--- config.mk ---
export PLATFORM = sky130hd
export DESIGN_NAME = lpht_front
export DESIGN_NICKNAME = d
export VERILOG_FILES = /design/src/sv/lpht_pkg.sv /design/src/sv/lpht_front.sv
export SDC_FILE = /design/constraint.sdc
export NUM_CORES = 1
export LEC_CHECK = 0
export BUFFER_PORTS_ARGS = -buffer_cell sky130_fd_sc_hd__buf_2
export CAP_MARGIN = 40
export CORE_MARGIN = 2
export CORE_UTILIZATION = 54
export DETAILED_ROUTE_END_ITERATION = 10
export PLACE_DENSITY_LB_ADDON = 0.15
export SYNTH_ARGS = -nofsm -noshare
export SYNTH_HDL_FRONTEND = slang
export SYNTH_SLANG_ARGS = --single-unit
--- constraint.sdc ---
create_clock -name i_clk -period 5.01 [get_ports i_clk]
set_input_delay 0.7515 -clock i_clk [delete_from_list [all_inputs] [get_ports i_clk]]
set_output_delay 0.7515 -clock i_clk [all_outputs]
set_load 0.01 [all_outputs]
--- src/sv/lpht_pkg.sv ---
package lpht_pkg;

    // defaults for the top-level parameters
    localparam int TABLE_SIZE_DEF = 256;
    localparam int KEY_BYTES_DEF  = 8;
    localparam int VALUE_BITS_DEF = 32;

    // hash reduction: 32-bit hash folded into the remainder a byte per cycle
    localparam int HASH_W     = 32;
    localparam int MOD_STEP   = 8;
    localparam int MOD_CYCLES = HASH_W / MOD_STEP;

    localparam int QUEUE_DEPTH = 2;

    typedef logic [1:0] t_cmd;
    localparam t_cmd CMD_INSERT = 2'd0;
    localparam t_cmd CMD_FIND   = 2'd1;
    localparam t_cmd CMD_ERASE  = 2'd2;

    typedef logic [2:0] t_status;
    localparam t_status ST_INSERTED  = 3'd0;
    localparam t_status ST_UPDATED   = 3'd1;
    localparam t_status ST_FOUND     = 3'd2;
    localparam t_status ST_NOT_FOUND = 3'd3;
    localparam t_status ST_ERASED    = 3'd4;
    localparam t_status ST_FULL      = 3'd5;

    typedef struct packed {
        t_cmd        command;
        logic [63:0] key_bytes;
        logic [31:0] entry_value;
    } t_req;

    typedef struct packed {
        t_status     status;
        logic [31:0] found_value;
        logic [8:0]  occupancy;
    } t_rsp;

endpackage

--- src/sv/lpht_front.sv ---
module lpht_front import lpht_pkg::*; #(
    parameter int TABLE_SIZE = TABLE_SIZE_DEF,
    parameter int KEY_BYTES  = KEY_BYTES_DEF,
    localparam int IW = $clog2(TABLE_SIZE),
    localparam int KW = 8 * KEY_BYTES
) (
    input  logic          i_clk,
    input  logic          i_rst_n,
    input  logic          i_hold,
    input  logic          i_req_valid,
    output logic          o_req_ready,
    input  t_req          i_req,
    output logic          o_job_valid,
    input  logic          i_job_ready,
    output t_cmd          o_job_cmd,
    output logic [KW-1:0] o_job_key,
    output logic [31:0]   o_job_val,
    output logic [IW-1:0] o_job_home
);
    localparam int CNTW = $clog2(KEY_BYTES + 1);
    localparam int MCW  = $clog2(MOD_CYCLES);

    typedef enum logic [3:0] {
        F_IDLE = 4'b0001,
        F_HASH = 4'b0010,
        F_MOD  = 4'b0100,
        F_PUSH = 4'b1000
    } t_fstate;

    t_fstate          r_state, n_state;
    logic [CNTW-1:0]  r_cnt;
    logic [MCW-1:0]   r_mcnt;
    t_cmd             r_cmd;
    logic [63:0]      r_key, r_shift, r_mask;
    logic [31:0]      r_val;
    logic [HASH_W-1:0] r_hash;
    logic [IW-1:0]    r_rem;

    logic [7:0]       w_byte;
    logic             w_key_end;
    logic [IW:0]      w_t;
    logic [63:0]      w_key_norm;

    assign w_byte     = r_shift[63:56];
    assign w_key_end  = (r_cnt == CNTW'(KEY_BYTES)) || (w_byte == 8'd0);
    assign w_key_norm = r_key & r_mask;

    // restoring remainder, one hash bit per step
    always_comb begin
        w_t = {1'b0, r_rem};
        for (int k = 0; k < MOD_STEP; k++) begin
            w_t = {w_t[IW-1:0], r_hash[HASH_W-1-k]};
            if (w_t >= (IW + 1)'(TABLE_SIZE)) begin
                w_t = w_t - (IW + 1)'(TABLE_SIZE);
            end
        end
    end

    assign o_req_ready = (r_state == F_IDLE) && !i_hold;
    assign o_job_valid = (r_state == F_PUSH);
    assign o_job_cmd   = r_cmd;
    assign o_job_key   = w_key_norm[63 -: KW];
    assign o_job_val   = r_val;
    assign o_job_home  = r_rem;

    always_comb begin
        n_state = r_state;
        unique case (r_state)
            F_IDLE: begin
                if (i_req_valid && o_req_ready) begin
                    n_state = F_HASH;
                end
            end
            F_HASH: begin
                if (w_key_end) begin
                    n_state = F_MOD;
                end
            end
            F_MOD: begin
                if (r_mcnt == MCW'(MOD_CYCLES - 1)) begin
                    n_state = F_PUSH;
                end
            end
            F_PUSH: begin
                if (i_job_ready) begin
                    n_state = F_IDLE;
                end
            end
            default: n_state = F_IDLE;
        endcase
    end

    always_ff @(posedge i_clk) begin
        if (!i_rst_n) begin
            r_state <= F_IDLE;
            r_cnt   <= '0;
            r_mcnt  <= '0;
        end else begin
            r_state <= n_state;
            if (r_state == F_IDLE) begin
                r_cnt  <= '0;
                r_mcnt <= '0;
            end else if (r_state == F_HASH && !w_key_end) begin
                r_cnt <= r_cnt + 1'b1;
            end else if (r_state == F_MOD) begin
                r_mcnt <= r_mcnt + 1'b1;
            end
        end
    end

    always_ff @(posedge i_clk) begin
        if (r_state == F_IDLE && i_req_valid && o_req_ready) begin
            r_cmd   <= i_req.command;
            r_key   <= i_req.key_bytes;
            r_shift <= i_req.key_bytes;
            r_val   <= i_req.entry_value;
            r_mask  <= '0;
            r_hash  <= '0;
        end else if (r_state == F_HASH) begin
            if (w_key_end) begin
                r_rem <= '0;
            end else begin
                r_hash  <= (r_hash << 5) + r_hash + HASH_W'(w_byte);
                r_mask  <= {8'hFF, r_mask[63:8]};
                r_shift <= r_shift << 8;
            end
        end else if (r_state == F_MOD) begin
            r_rem  <= w_t[IW-1:0];
            r_hash <= r_hash << MOD_STEP;
        end
    end
endmodule

# After elaboration in Yosys (flattened, before gate mapping)
# Index checks and enable logic that the tools add are counted.
dict set report word_totals {
  elab_cells 87
  in_bits 103
  output_inout_bits 108
  regBits 269
}
dict set report classes {
  magnitude_cmp 8
  n_reduce_logical 18
  eq_ne 12
  bitwise 5
  add_sub_neg 12
  muxes 22
}
# cell n
set op_table {}
lappend op_table {{two-way mux 64 bit} 3}
lappend op_table {{two-way mux 32 bit} 3}
lappend op_table {{two-way mux 8 bit} 11}
lappend op_table {{>= comparator 9 bit, second input constant} 8}
lappend op_table {{AND 64 bit} 1}
lappend op_table {{subtractor 8 x 1 -> 8 bit, second input constant} 8}
lappend op_table {{adder 32 bit} 1}
lappend op_table {{adder 32 x 8 -> 32 bit} 1}
lappend op_table {{two-way mux 4 bit} 4}
lappend op_table {{case mux 4 bit (4 select lines)} 1}
lappend op_table {{equality test 4 bit, second input constant} 2}
lappend op_table {{logical NOT 8 bit} 1}
lappend op_table {{AND reduction 2 bit} 4}
lappend op_table {{!= test 2 x 1 -> 1 bit, second input constant} 3}
lappend op_table {{!= test 2 bit, second input constant} 3}
lappend op_table {{logical AND 1 bit} 5}
lappend op_table {{adder 4 x 1 -> 4 bit, second input constant} 1}
lappend op_table {{equality test 4 x 1 -> 1 bit, second input constant} 1}
lappend op_table {{equality test 4 x 2 -> 1 bit, second input constant} 1}
lappend op_table {{equality test 4 x 3 -> 1 bit, second input constant} 1}
lappend op_table {{NOT 1 bit} 4}
lappend op_table {{AND reduction 4 bit} 1}
lappend op_table {{nonzero test 2 bit} 2}
lappend op_table {{AND reduction 3 bit} 1}
lappend op_table {{5 further kinds} 6}

# Depth between registers and ports, before layout
dict set report depth {
  ltp_word 18
  depth_mapped 13
  ltp_nobuf 13
}

# Least setup slack after synthesis
# No wires, ideal clock.
dict set report synth_timing {
  kind {reg2reg}
  from {register r_shift[61]}
  to {register r_rem[0] (netlist: o_job_home[0]) (enable)}
  required_time_ps 4630
  path_slack_ps 1009
  n_path_buf 2
  t_arrival_ps 3620
  period_less_slack_ps 4001
  setup_time_ps 380
  path_stages_with_launch 7
  cell_sequence {edfxtp_1 > nor4_1 > a21o_1 > clkbuf_1 > buf_1 > nand2_1 > a21oi_1}
}
dict set report synth_between {
  elab_chain_len 4
}
# element line
set synth_rtl {}
lappend synth_rtl {{start, declared} lpht_front.sv:34} ;# logic [63:0] r_key, r_shift, r_mask;
lappend synth_rtl {{start signal, assigned} lpht_front.sv:115} ;# r_shift <= i_req.key_bytes;
lappend synth_rtl {{start signal, assigned} lpht_front.sv:125} ;# r_shift <= r_shift << 8;
lappend synth_rtl {{logical NOT 8 bit} lpht_front.sv:45} ;# assign w_key_end = (r_cnt == CNTW'(KEY_BYTES)) || (w_byte == 8'd0);
lappend synth_rtl {{logical OR 1 bit} lpht_front.sv:45}
lappend synth_rtl {{!= test 2 bit (no line)} --}
lappend synth_rtl {{AND reduction 3 bit (no line)} --}
lappend synth_rtl {{end signal, assigned} lpht_front.sv:128} ;# r_rem <= w_t[IW-1:0];
lappend synth_rtl {{end, declared} lpht_front.sv:37} ;# logic [IW-1:0] r_rem;
# No other way between the ends.
# A chain may end at the register's enable or synchronous reset.

# Worst setup path in the final report
dict set report layout_timing {
  from {register r_hash[0]}
  to {register r_hash[28]}
}
dict set report layout_between {
  elab_chain_len 4
}
# element line
set layout_rtl {}
lappend layout_rtl {{start, declared} lpht_front.sv:36} ;# logic [HASH_W-1:0] r_hash;
lappend layout_rtl {{start signal, assigned} lpht_front.sv:123} ;# r_hash <= (r_hash << 5) + r_hash + HASH_W'(w_byte);
lappend layout_rtl {{start signal, assigned} lpht_front.sv:129} ;# r_hash <= r_hash << MOD_STEP;
lappend layout_rtl {{adder 32 bit} lpht_front.sv:123}
lappend layout_rtl {{adder 32 x 8 -> 32 bit} lpht_front.sv:123}
lappend layout_rtl {{two-way mux 32 bit} lpht_front.sv:120} ;# if (w_key_end) begin
lappend layout_rtl {{two-way mux 32 bit} lpht_front.sv:119} ;# end else if (r_state == F_HASH) begin
# No other way between the ends. The select of a mux whose other input is x is not followed.

==> flow_summary.yaml <==
routing:
  drt_first_pass_iters: 5
  drc_errors: 0
  post_drt_wl_per_cell_um: 17.5
  via_per_inst: 5.40
  routed_wirelength_mm: 24.6
  drtAntennaViolNets: 0
  drtIter0Drc: 559
  vias: 7592
sta:
  worstMarginPinSlew_ns: 0.824
  max_freq_ghz: 0.315
  slew_viol_final: 0
  holdWs_ns: 0.403
  fin_ws_ns: 1.83
  fin_tns_setup_ns: 0
  skew_ns: 0.0104
  setup_viol: 0
  slew_headroom_pct: 45.1
  finalHoldViolCount: 0
  fin_crit_sh_pct: 63.4
  rsz0062_at_grt: "false"
  fin_crit_ns: 3.18
clock_tree:
  clkSinkCount: 220
  cts-buffers-inserted: 23
  worstSkewPairLatency_ns: 0.52
  clk_pin_slew_ns: 0.07
  cts.path.max_buffers: 3
  ctsResizeCount: 0
  htreeDepth: 1
  cts_tree: "done"
  ctsHoldBuffers: 0
  postCtsSetupBuffers: 0
  root_buffer: "clkbuf_16"
placed_design:
  placed_cells: 1365
  place_area_mm2: 0.0118
  dpl.hpwl_mm: 17.0
  dp_slack_ns: 1.85
  place.port_buffers: 210
  gp_congestion: 0.872
layout:
  stdcell_count: 1407
  num-fill-cells: 1445
  final_area_mm2: 0.0125
  ff_latch_area_mm2: 0.00611
  syn2layout_area_growth_pct: 20.2
  drive_above_1_share_pct: 23.6
  finish.utilization_pct: 66.6
  multi_input_area_mm2: 0.00412
  final_nets: 1298
  n_antenna_cell: 0
synthesis:
  ys_warn_count: 0
  synth_edf_count: 170
  synth-seq-area-share_pct: 58.5
  synth_flop_cell: "edfxtp_1"
  synth.ff_latch_count: 220
  postSynthAreaPerCell_um2: 11.3
  synth_nets: 1089
  yosysUniqueCellTypes: 55
  postSynthCellCount: 921
  async_reset_ff_share_pct: 0
  synth_area_mm2: 0.0104
worst_setup_path:
  cp.required_ns: 5.40
  cpMostUsedCell: "inv_1"
  cp_cell_sequence: "inv_1 -> fa_1 -> inv_1 -> ha_1 -> a21oi_1 -> o211ai_2 -> a21o_1 -> a31oi_1 -> o21ai_1 -> and3_1 -> a211oi_1 -> a311oi_1"
  start_kind: "flop"
  arrival_ns: 3.57
  critPathMaxStageDelay_ns: 0.50
  crit_slowest_cell: "fa_1"
  end_kind: "flop"
  worstPathMaxFanout: 4
  worstSetupPathType: "flop to flop"
floorplan:
  die_h_um: 143
  die_area_mm2: 0.0205
  die_x_um: 143
  rows: 50
  io_pins: 211
  start_util_pct: 55.4
  design.core.area_mm2: 0.0188
status:
  outcome: "finished clean"
global_route:
  grt_antenna_before_repair: 0
  track_usage_pct: 24.3
  grt_max_degree: 65
  grt_pass1_wl_mm: 38.8
  grt_pass1_vias: 7441
  grt_overflow: 0
power:
  peakVddDrop_v: 0.000403
  p_leak_nw: 5.59
  power_density_mw_per_mm2: 390
  design_power_total_mw: 4.90
run:
  cap_violations: 0
hold_path:
  hp-class: "primary input to flop"
kinds of logic (layout without fill, tap and decap cells):
group | after synthesis | in the layout | synth area share (%)
mux | 18 | 18 | 1.73
buf+inv | 52 | 278 | 2.18
compound gates | 164 | 164 | 10.3
fa+ha+maj | 65 | 65 | 8.08
xor+xnor | 33 | 33 | 2.77
simple gates | 369 | 369 | 16.5
flops | 220 | 220 | 58.5
layout make-up:
type / instances / area share, %
clock inverter: 8 / 0.878
inverter: 14 / 0.459
clock buffer: 34 / 5.24
multi-input combinational: 649 / 32.8
tap: 260 / 2.59
sequential: 220 / 48.7
timing repair buffer: 222 / 9.35
cell usage after synthesis (4+ instances only):
| cell | count | area share [%] |
|---|---|---|
| dfxtp_1 | 50 | 9.6 |
| a21o_1 | 22 | 1.6 |
| inv_1 | 13 | 0.47 |
| and2_1 | 65 | 3.9 |
| nand4_1 | 5 | 0.30 |
| mux2i_1 | 18 | 1.7 |
| xnor2_1 | 17 | 1.4 |
| a31oi_1 | 7 | 0.42 |
| clkbuf_1 | 19 | 0.68 |
| nor2_1 | 26 | 0.93 |
| nand2_1 | 217 | 7.8 |
| a21oi_1 | 78 | 3.7 |
| nor2b_1 | 13 | 0.78 |
| and3_1 | 12 | 0.72 |
| ha_1 | 61 | 7.3 |
| fa_1 | 4 | 0.77 |
| o21ai_1 | 7 | 0.34 |
| xor2_1 | 16 | 1.3 |
| a221oi_1 | 17 | 1.4 |
| nand3_1 | 17 | 0.81 |
| o21ai_0 | 8 | 0.38 |
| edfxtp_1 | 170 | 49 |
| buf_2 | 14 | 0.67 |
| o21bai_1 | 4 | 0.29 |
power breakdown:
group          leakage (nW)  total, mW  internal (mW)  switching [mW]
sequential             1.99       2.30           2.18           0.121
clock                 0.372       1.72           1.02           0.706
combinational          3.23      0.865          0.336           0.529
total                  5.59       4.90           3.54            1.36
critical path: cells and delay by family, from the launching register on:
family	cells	cell delay, ns
AO/OA/AOI/OAI	7	1.47
adder cells (fa/ha/maj)	2	0.85
flip-flops	1	0.37
AND/OR/NAND/NOR	1	0.24
buffers and inverters	2	0.11
routing by layer:
metal / share of wire, % / GRT usage [%]
met4: 2.0 / 5.94
met5: 0 / 0
met1: 43 / 31.5
met3: 6.7 / 5.53
met2: 48 / 41.5
flip-flops by register name (all words and copies together), names as in the netlist:
register,cells
r_shift,64
r_cnt,4
r_state,4
r_mcnt,2
r_hash,32
o_job_cmd,2
r_key,64
r_mask,8
o_job_home,8
o_job_val,32
cells in the final DEF (no fill, tap or decap), types with 4 or more instances in the layout:
master and instances:
nand2_1 216, buf_2 210, edfxtp_1 170, a21oi_1 78, and2_1 65, ha_1 61
dfxtp_1 50, nor2_1 26, clkbuf_16 23, a21o_1 22, mux2i_1 18, a221oi_1 17
xnor2_1 17, nand3_1 17, xor2_1 16, inv_1 13, nor2b_1 13, and3_1 12
buf_4 10, o21ai_0 8, a31oi_1 7, o21ai_1 7, clkbuf_1 7, nand4_1 5
o21bai_1 4, fa_1 4, clkbuf_8 4
final timing paths:
kind | from | to | slack [ns] | cells past startpoint
setup / recovery | r_hash[0] | r_hash[28] | 1.83 | 12
hold / removal | i_req[97] | o_job_cmd[1] | 0.40 | 1
setup reg to reg | r_hash[0] | r_hash[28] | 1.83 | 12
hold reg to reg | r_mcnt[1] | r_mcnt[1] | 0.48 | 2
Note: power is estimated with default switching activity, not from simulation.
