## src/sv/lpht_pkg.sv

```systemverilog
package lpht_pkg;

    // defaults for the top-level parameters
    localparam int TABLE_SIZE_DEF = 256;
    localparam int KEY_BYTES_DEF  = 8;
    localparam int VALUE_BITS_DEF = 32;

    // hash reduction: 32-bit hash folded into the remainder a byte per cycle
    localparam int HASH_W     = 32;
    localparam int MOD_STEP   = 8;
    localparam int MOD_CYCLES = HASH_W / MOD_STEP;

    localparam int QUEUE_DEPTH = 2;

    typedef logic [1:0] t_cmd;
    localparam t_cmd CMD_INSERT = 2'd0;
    localparam t_cmd CMD_FIND   = 2'd1;
    localparam t_cmd CMD_ERASE  = 2'd2;

    typedef logic [2:0] t_status;
    localparam t_status ST_INSERTED  = 3'd0;
    localparam t_status ST_UPDATED   = 3'd1;
    localparam t_status ST_FOUND     = 3'd2;
    localparam t_status ST_NOT_FOUND = 3'd3;
    localparam t_status ST_ERASED    = 3'd4;
    localparam t_status ST_FULL      = 3'd5;

    typedef struct packed {
        t_cmd        command;
        logic [63:0] key_bytes;
        logic [31:0] entry_value;
    } t_req;

    typedef struct packed {
        t_status     status;
        logic [31:0] found_value;
        logic [8:0]  occupancy;
    } t_rsp;

endpackage

```

## src/sv/lpht_fifo.sv

```systemverilog
module lpht_fifo import lpht_pkg::*; #(
    parameter int WIDTH = 8,
    parameter int DEPTH = QUEUE_DEPTH
) (
    input  logic             i_clk,
    input  logic             i_rst_n,
    input  logic             i_push_valid,
    output logic             o_push_ready,
    input  logic [WIDTH-1:0] i_push_data,
    output logic             o_pop_valid,
    input  logic             i_pop_ready,
    output logic [WIDTH-1:0] o_pop_data
);
    localparam int PW  = (DEPTH > 1) ? $clog2(DEPTH) : 1;
    localparam int CNW = $clog2(DEPTH + 1);

    logic [WIDTH-1:0] r_mem [DEPTH];
    logic [PW-1:0]    r_wptr, r_rptr;
    logic [CNW-1:0]   r_cnt;
    logic             w_push, w_pop;

    assign o_push_ready = (r_cnt != CNW'(DEPTH));
    assign o_pop_valid  = (r_cnt != '0);
    assign o_pop_data   = r_mem[r_rptr];
    assign w_push       = i_push_valid && o_push_ready;
    assign w_pop        = o_pop_valid && i_pop_ready;

    always_ff @(posedge i_clk) begin
        if (w_push) begin
            r_mem[r_wptr] <= i_push_data;
        end
    end

    always_ff @(posedge i_clk) begin
        if (!i_rst_n) begin
            r_wptr <= '0;
            r_rptr <= '0;
            r_cnt  <= '0;
        end else begin
            if (w_push) begin
                r_wptr <= (r_wptr == PW'(DEPTH - 1)) ? '0 : r_wptr + 1'b1;
            end
            if (w_pop) begin
                r_rptr <= (r_rptr == PW'(DEPTH - 1)) ? '0 : r_rptr + 1'b1;
            end
            if (w_push && !w_pop) begin
                r_cnt <= r_cnt + 1'b1;
            end else if (w_pop && !w_push) begin
                r_cnt <= r_cnt - 1'b1;
            end
        end
    end
endmodule

```

## config.mk

```make
export PLATFORM = sky130hd
export DESIGN_NAME = lpht_fifo
export DESIGN_NICKNAME = d
export VERILOG_FILES = /design/src/sv/lpht_pkg.sv /design/src/sv/lpht_fifo.sv
export SDC_FILE = /design/constraint.sdc
export NUM_CORES = 1
export LEC_CHECK = 0
export BUFFER_PORTS_ARGS = -buffer_cell sky130_fd_sc_hd__buf_2
export CAP_MARGIN = 0
export CORE_AREA = 2 2 44 46
export DETAILED_ROUTE_END_ITERATION = 6
export DIE_AREA = 0 0 46 48
export MAX_ROUTING_LAYER = met4
export PLACE_DENSITY = 0.73
export SYNTH_ARGS = -nofsm -noshare
export SYNTH_HDL_FRONTEND = slang
export SYNTH_SLANG_ARGS = --single-unit
```

## constraint.sdc

```tcl
create_clock -name i_clk -period 4.1 [get_ports i_clk]
set_input_delay 0.615 -clock i_clk [delete_from_list [all_inputs] [get_ports i_clk]]
set_output_delay 0.615 -clock i_clk [all_outputs]
set_load 0.03 [all_outputs]
```

; ---- Word-level counts from Yosys, hierarchy flattened
; Memory sizes are Yosys's and may differ from the RTL's. A register that Yosys moved wholly into a read port is not among the register bits.
; Cells that the tools add are included.
[classes]
addsub = 4
eq_ne = 1
muxes = 8
n_reduce_logical = 8
[ops]
columns = op, count
row1 = 1-bit two-way mux, 6
row2 = 1-bit logical AND, 4
row3 = 2-bit two-way mux, 2
row4 = 2-bit nonzero test, 2
row5 = 1-bit adder (second input constant), 2
row6 = 2-bit by 1-bit adder with 2-bit output (second input constant), 1
row7 = 1-bit logical NOT, 2
row8 = 2-bit != test (second input constant), 1
row9 = 2-bit by 1-bit subtractor with 2-bit output (second input constant), 1
[totals]
regBits = 4
ramBits = 16
input_bits = 12
output_inout_bits = 10
wordCells = 25
mem_count = 1
[memory_table]
columns = memory, depth, width, rd, rd_clocked_by_memory_dff, wr, line_no
row1 = r_mem, 2, 8, 1, 1, 1, lpht_fifo.sv:17  ; logic [WIDTH-1:0] r_mem [DEPTH];

; ---- Depth between registers and ports, before layout
; Gate-level depths: netlist (run 1).
[depth]
ltp_word = 6
ltp_mapped = 6
ltp_nobuf = 6

; ---- Worst setup path after synthesis (run 1)
; Ideal clock, no wire load.
[synth_timing]
kind = input -> register
start = input port i_pop_ready
end = register r_cnt[1]
arrival_time_ns = 1.544
t_required_ns = 4.030
slack_ns = 2.486
path_stages = 4
path_cell_list = o21ai_0 > ha_1 > or3_1 > a21oi_1
[synth_via]
elab_chain_len = 4
elab_cells_between_ends = 6
cone_classes = mux (1) / reduce/logical (5)
[synth_rtl]
columns = element, line_no
row1 = start: declaration, lpht_fifo.sv:11  ; input logic i_pop_ready,
row2 = 1-bit logical AND (*), lpht_fifo.sv:26  ; assign w_pop = o_pop_valid && i_pop_ready;
row3 = 1-bit logical NOT, lpht_fifo.sv:46  ; if (w_push && !w_pop) begin
row4 = 1-bit logical AND, lpht_fifo.sv:46
row5 = 2-bit two-way mux or 2-bit nonzero test (tied branches), -
row6 = end signal: assignment, lpht_fifo.sv:47  ; r_cnt <= r_cnt + 1'b1;
row7 = end signal: assignment, lpht_fifo.sv:49  ; r_cnt <= r_cnt - 1'b1;
row8 = end: declaration, lpht_fifo.sv:19  ; logic [CNW-1:0] r_cnt;
; Mark *: on every way between the ends. The rest lies on a longest branch, timed or not.
; A chain may end at the register's enable or synchronous reset.

==> results of run 1 <==
## worst max-delay path, cell delays in order (launching register included)
cell and delay (ns):
dfxtp_1 0.54, mux2_2 0.38, buf_2 0.18
## synth_stat cells, types with 2 or more instances
library cell	number	area (um^2)
edfxtp_1	16	480
mux2_2	8	90.1
dfxtp_1	5	100
nor2_1	3	11.3
xor2_1	3	26.3
a21oi_1	2	10.0
inv_1	2	7.51
o21ai_0	2	10.0
## registers in the layout, indices dropped and copies added (netlist names), named ones only
name and count:
r_rptr 1, r_cnt 2, r_mem 16, r_wptr 1
## power groups by stage
stage	clock (uW)	sequential [uW]	combinational [uW]
3_3_place_gp	0	303	219
2_1_floorplan	0	289	184
6_report	92.7	299	221
3_5_place_dp	0	304	222
4_1_cts	97.1	300	223
5_1_grt	104	305	243
## cells by family (layout without fill, tap and decap cells)
logic type / after synthesis / after routing / share of synthesized area [%]
adder cells (fa/ha/maj): 1 / 1 / 1.55
multiplexers: 8 / 8 / 11.1
XOR/XNOR: 3 / 3 / 3.25
buffers and inverters: 3 / 27 / 1.55
AO/OA/AOI/OAI: 5 / 5 / 3.71
flip-flops: 21 / 21 / 71.7
AND/OR/NAND/NOR: 9 / 9 / 7.11
## worst min-delay path by stage
stage,end,cells after the start,slack (ns),from
final,r_mem[0][5],1,0.51,i_push_data[5]
after global routing,r_mem[1][5],1,0.48,i_push_data[5]
after CTS,r_mem[0][5],1,0.49,i_push_data[5]
after detailed placement,r_rptr,2,0.49,r_rptr
after global placement,r_rptr,2,0.50,r_rptr
after floorplan,flop,2,0.47,r_rptr
## metrics by stage
stage	cell area [um^2]	total power, uW	util (%)	hold WS [ns]
CTS	957	620	56.7	0.494
finish	957	612	56.7	0.506
global route	957	652	56.7	0.482
floorplan	810	473	-	0.472
detailed placement	931	526	55.1	0.494
global placement	931	522	55.1	0.501
## layout make-up
cell class | instances | area (um^2)
clock buffers | 4 | 26.3
flip-flops and latches | 21 | 581
inverters | 2 | 7.51
fillers | 144 | 732
repair buffers | 21 | 105
well taps | 17 | 21.3
multi-input cells | 26 | 216
## metal layers
layer | up-vias | GRT usage [%] | routed length [um]
li1 | 231 | - | -
met1 | 214 | 14.1 | 457
met2 | 15 | 20.8 | 616
met3 | 4 | 3.40 | 45
met4 | 0 | 10.3 | 40
met5 | - | - | 0
==> flow_summary_export.csv, run 1 <==
group,metric,value,unit
logic_synthesis,avgSynthCellArea,16.2,um^2
die,initial_utilization,47.9,%
die,rows,15,
logic_synthesis,synth_edf_count,16,
logic_synthesis,syn_inst,50,
timing,min_period,1.99,ns
die,die_height,48,um
timing,rsz0062_at_grt,"false",
setup_path,r2r_cells,5,
timing,fin_ws,2.11,ns
place,dp_hpwl,860,um
clocking,cts_sinks,21,
detailed_routing,first_pass_iters,3,
clocking,clk_latency,0.29,ns
final_layout,final_cell_mix,"buf_2, edfxtp_1, mux2_2, dfxtp_1",
logic_synthesis,synth_ff_type,"edfxtp_1",
power_and_ir_drop,pwr-share-clk,15.1,%
logic_synthesis,netlist_area,810,um^2
power_and_ir_drop,pwr-share-seq,48.8,%
setup_path,endpoint,"o_pop_data[5]",
die,design.die.area,0.00221,mm^2
logic_synthesis,synth_seq_cells,21,
timing,skew,0.00115,ns
clocking,post_cts_buffers,0,
power_and_ir_drop,combPwrFrac,36.0,%
clocking,ctsResizeCount,0,
timing,fmax,501,MHz
timing,slew-limit-headroom,74.9,%
clocking,cts_tree,"yes",
global_route,grt_usage,13.2,%
global_route,grt_pass1_vias,458,
global_route,grt_pass1_wl,1.82,mm
clocking,h-tree-depth,1,
detailed_routing,routedWlPerCell,12.7,um
clocking,cts_buffers,3,
power_and_ir_drop,switching_share,35.1,%
detailed_routing,via_per_inst,5.10,
place,dp_cells,87,
final_layout,final_cells,91,
detailed_routing,drt_iter0_drc,3,
place,gp_congestion,0.619,
clocking,cts_root_buf,"clkbuf_4",
timing,hold_violations,0,
setup_path,r2r_slack,2.50,ns
timing,setup_viol,0,
outcome,status,"complete, no violations",
setup_path,worstSetupPathType,"flop to output pin",
global_route,grt-ovfl-total,0,
setup_path,cp.arrival,1.38,ns
power_and_ir_drop,p_leak,0.000387,uW
power_and_ir_drop,p_int,397,uW
setup_path,endpoint_kind,"output pin",
global_route,grt_max_degree,12,
final_layout,drive_above_1_share,47.3,%
power_and_ir_drop,irDropWorstVdd,0.338,mV
detailed_routing,routed_wl,1.16,mm
clocking,clockBufferDepth,2,
clocking,holdBufCountCts,0,
timing,setup_tns,0,ns
setup_path,start_kind,"flop",
die,die_x,46,um
logic_synthesis,synth_warnings,0,
final_layout,diodes,0,
detailed_routing,drc,0,
logic_synthesis,synth.net_count,63,
detailed_routing,vias,464,
die,core,0.00169,mm^2
final_layout,fin_nets,88,
timing,drv_slew,0,
power_and_ir_drop,p_switching,215,uW
detailed_routing,antenna_left,0,
logic_synthesis,synthArstFlopShare,0,%
setup_path,r2r_start,"r_cnt[0]",
min_path,min-delay-path-class,"primary input to flop",
clocking,clk_pin_slew,0.10,ns
job,maxCapViolCount,0,
die,ios,22,
final_layout,final_common_cell,"buf_2",
global_route,antenna_found_initial,0,
logic_synthesis,synth.distinct_cells,17,
place,port_buffers,21,
setup_path,path_max_fanout,8,
setup_path,critPathRequiredTime,3.48,ns
timing,timing.final.crit_share,48.6,%
final_layout,syn_to_final_growth,18.2,%
logic_synthesis,ys_seq_area_share,71.7,%
timing,max_slew.worst_pin.slew,0.376,ns
setup_path,reg2reg_to,"r_cnt[1]",
power_and_ir_drop,p_per_area,639,mW/mm^2
place,pre_cts_ws,2.31,ns
Power figures use the tool's default switching activity.
==> run 2: changes to the inputs <==
- ABC_AREA: unset -> 1
- CORE_AREA: 2 2 44 46 -> 2 2 47 49
- DIE_AREA: 0 0 46 48 -> 0 0 49 51
- PLACE_DENSITY: 0.73 -> 0.69
- clock period: 4.1 -> 1.7 ns (I/O delays scaled with it)
==> flow_summary_export.csv, run 2 <==
group,metric,value,unit
logic_synthesis,synth_edf_count,16,
place,dp_hpwl,946,um
die,die_height,51,um
final_layout,largest_reg_flops,16,
clocking,cts_root_buf,"clkbuf_4",
setup_path,cp.arrival,1.26,ns
clocking,clk_latency,0.30,ns
global_route,grt_pass1_vias,472,
global_route,grt_max_degree,13,
timing,max_slew.worst_pin.slew,0.192,ns
final_layout,num-fill-cells,206,
setup_path,critPathRequiredTime,1.44,ns
logic_synthesis,synth-adder-area-share,1.50,%
power_and_ir_drop,p_int,952,uW
detailed_routing,drt_iter0_drc,5,
clocking,ctsResizeCount,0,
global_route,grt_usage,11.3,%
final_layout,drive_above_1_share,47.7,%
detailed_routing,vias,513,
detailed_routing,first_pass_iters,5,
setup_path,worstSetupPathType,"flop to output pin",
power_and_ir_drop,finalPower,1510,uW
die,die_x,49,um
final_layout,final_cell_mix,"buf_2, edfxtp_1, mux2_2, nor2_1",
detailed_routing,routedWlPerCell,10.8,um
clocking,holdBufCountCts,0,
final_layout,top_register,"r_mem",
timing,drv_slew,0,
final_layout,final_common_cell,"buf_2",
power_and_ir_drop,pwr-share-clk,15.0,%
clocking,h-tree-depth,1,
die,design.die.area,0.00250,mm^2
detailed_routing,routed_wl,1.25,mm
place,gp_congestion,0.657,
logic_synthesis,syn_inst,62,
final_layout,fin_nets,102,
final_layout,design_area,0.00101,mm^2
timing,fmax,659,MHz
timing,timing.final.crit_share,89.3,%
clocking,post_cts_buffers,0,
logic_synthesis,synth_seq_cells,21,
min_path,worstHoldStart,"i_push_data[2]",
timing,hold_violations,0,
setup_path,r2r_start,"r_cnt[1]",
logic_synthesis,synth_top_family_by_area,"simple AND/OR/NAND/NOR gates",
place,place_area,986,um^2
power_and_ir_drop,p_leak,0.000423,uW
power_and_ir_drop,irDropWorstVdd,0.766,mV
final_layout,multi_input_area,219,um^2
die,core,0.00206,mm^2
logic_synthesis,netlist_area,836,um^2
logic_synthesis,synth_most_common_cell,"edfxtp_1",
logic_synthesis,synth_top_area_share,57.5,%
logic_synthesis,synth-simple-area-share,11.1,%
power_and_ir_drop,switching_share,37.1,%
logic_synthesis,synth_largest_area_cell,"edfxtp_1",
power_and_ir_drop,combPwrFrac,37.4,%
global_route,grt_pass1_wl,1.99,mm
timing,setup_tns,0,ns
timing,setup_viol,0,
logic_synthesis,synth.area.mux_share,10.8,%
logic_synthesis,synthTopCellsByArea,"edfxtp_1, dfxtp_1, mux2_2",
job,maxCapViolCount,0,
clocking,cts_tree,"yes",
clocking,cts_sinks,21,
min_path,min-delay-path-class,"primary input to flop",
power_and_ir_drop,p_switching,563,uW
detailed_routing,drc,0,
final_layout,top_regs,"r_mem (16), r_cnt (2)",
logic_synthesis,avgSynthCellArea,13.5,um^2
global_route,antenna_found_initial,0,
final_layout,syn_to_final_growth,21.4,%
logic_synthesis,synth_ff_type,"edfxtp_1",
outcome,status,"complete, no violations",
setup_path,start_kind,"flop",
logic_synthesis,synth_compound_area_share,2.84,%
logic_synthesis,synth_xor_area_share,0,%
place,port_buffers,21,
setup_path,path_max_fanout,8,
global_route,grt-ovfl-total,0,
logic_synthesis,synthArstFlopShare,0,%
final_layout,regArea,582,um^2
clocking,clockBufferDepth,2,
die,rows,17,
power_and_ir_drop,p_per_area,1490,mW/mm^2
logic_synthesis,synth.net_count,75,
die,initial_utilization,40.5,%
die,ios,22,
detailed_routing,via_per_inst,4.42,
power_and_ir_drop,pwr-share-seq,47.6,%
final_layout,diodes,0,
logic_synthesis,synth_warnings,0,
timing,min_period,1.52,ns
logic_synthesis,ys_seq_area_share,69.5,%
detailed_routing,antenna_left,0,
clocking,cts_buffers,3,
logic_synthesis,synth.distinct_cells,18,
clocking,clk_pin_slew,0.12,ns
logic_synthesis,ys_top_cells_by_count,"edfxtp_1, mux2_2, nor2_1, inv_1, nand2_1",
timing,rsz0062_at_grt,"false",
setup_path,endpoint_kind,"output pin",
timing,skew,0.0107,ns
timing,slew-limit-headroom,87.2,%
## run 2: worst max-delay path, stage by stage (launching register included)
cell and delay (ns):
dfxtp_2 0.45, mux2_2 0.35, buf_2 0.18
## run 2: through the flow
step	worst slack, ns	hold slack (ns)	util (%)	cells
floorplan	0.326	0.354	-	62
global placement	0.371	0.443	47.8	112
detailed placement	0.375	0.447	47.8	112
CTS	0.0320	0.132	49.1	116
global route	0.0844	0.119	49.2	116
finish	0.182	0.137	49.2	116
## run 2: kinds of logic (layout without fill, tap and decap cells)
| family | Yosys count | in the layout |
|---|---|---|
| buffers and inverters | 9 | 35 |
| AOI/OAI and AO/OA | 4 | 4 |
| muxes | 8 | 8 |
| adders and majority gates | 1 | 1 |
| DFF | 21 | 21 |
| and+or+nand+nor | 19 | 19 |
## run 2: area by class of cell
| type | instances | area share (%) |
|---|---|---|
| sequential | 21 | 57.3 |
| clock inverter | 1 | 0.493 |
| tap | 28 | 3.45 |
| multi-input combinational | 32 | 21.6 |
| inverter | 8 | 3.08 |
| timing repair buffer | 23 | 11.8 |
| clock buffer | 3 | 2.22 |
## run 2: power by group through the flow
stage	registers [uW]	clock network [uW]	logic [uW]
finish	720	228	566
global route	737	256	626
CTS	721	236	576
detailed placement	734	0	572
global placement	728	0	562
floorplan	704	0	455
## run 2: final timing paths
kind | end | slack, ns | cells past startpoint
max | o_pop_data[6] | 0.18 | 2
min | r_mem[0][2] | 0.14 | 1
max reg2reg | r_cnt[1] | 0.38 | 8
min reg2reg | flop | 0.52 | 2
## run 2: routing by layer
layer	part of all wire [%]	global-route usage, %	routed length, um	vias up
li1	-	-	-	263
met1	41	11.6	519	234
met2	52	20.1	657	14
met3	5.1	2.92	64	2
met4	0.88	5.71	11	0
met5	0	-	0	-
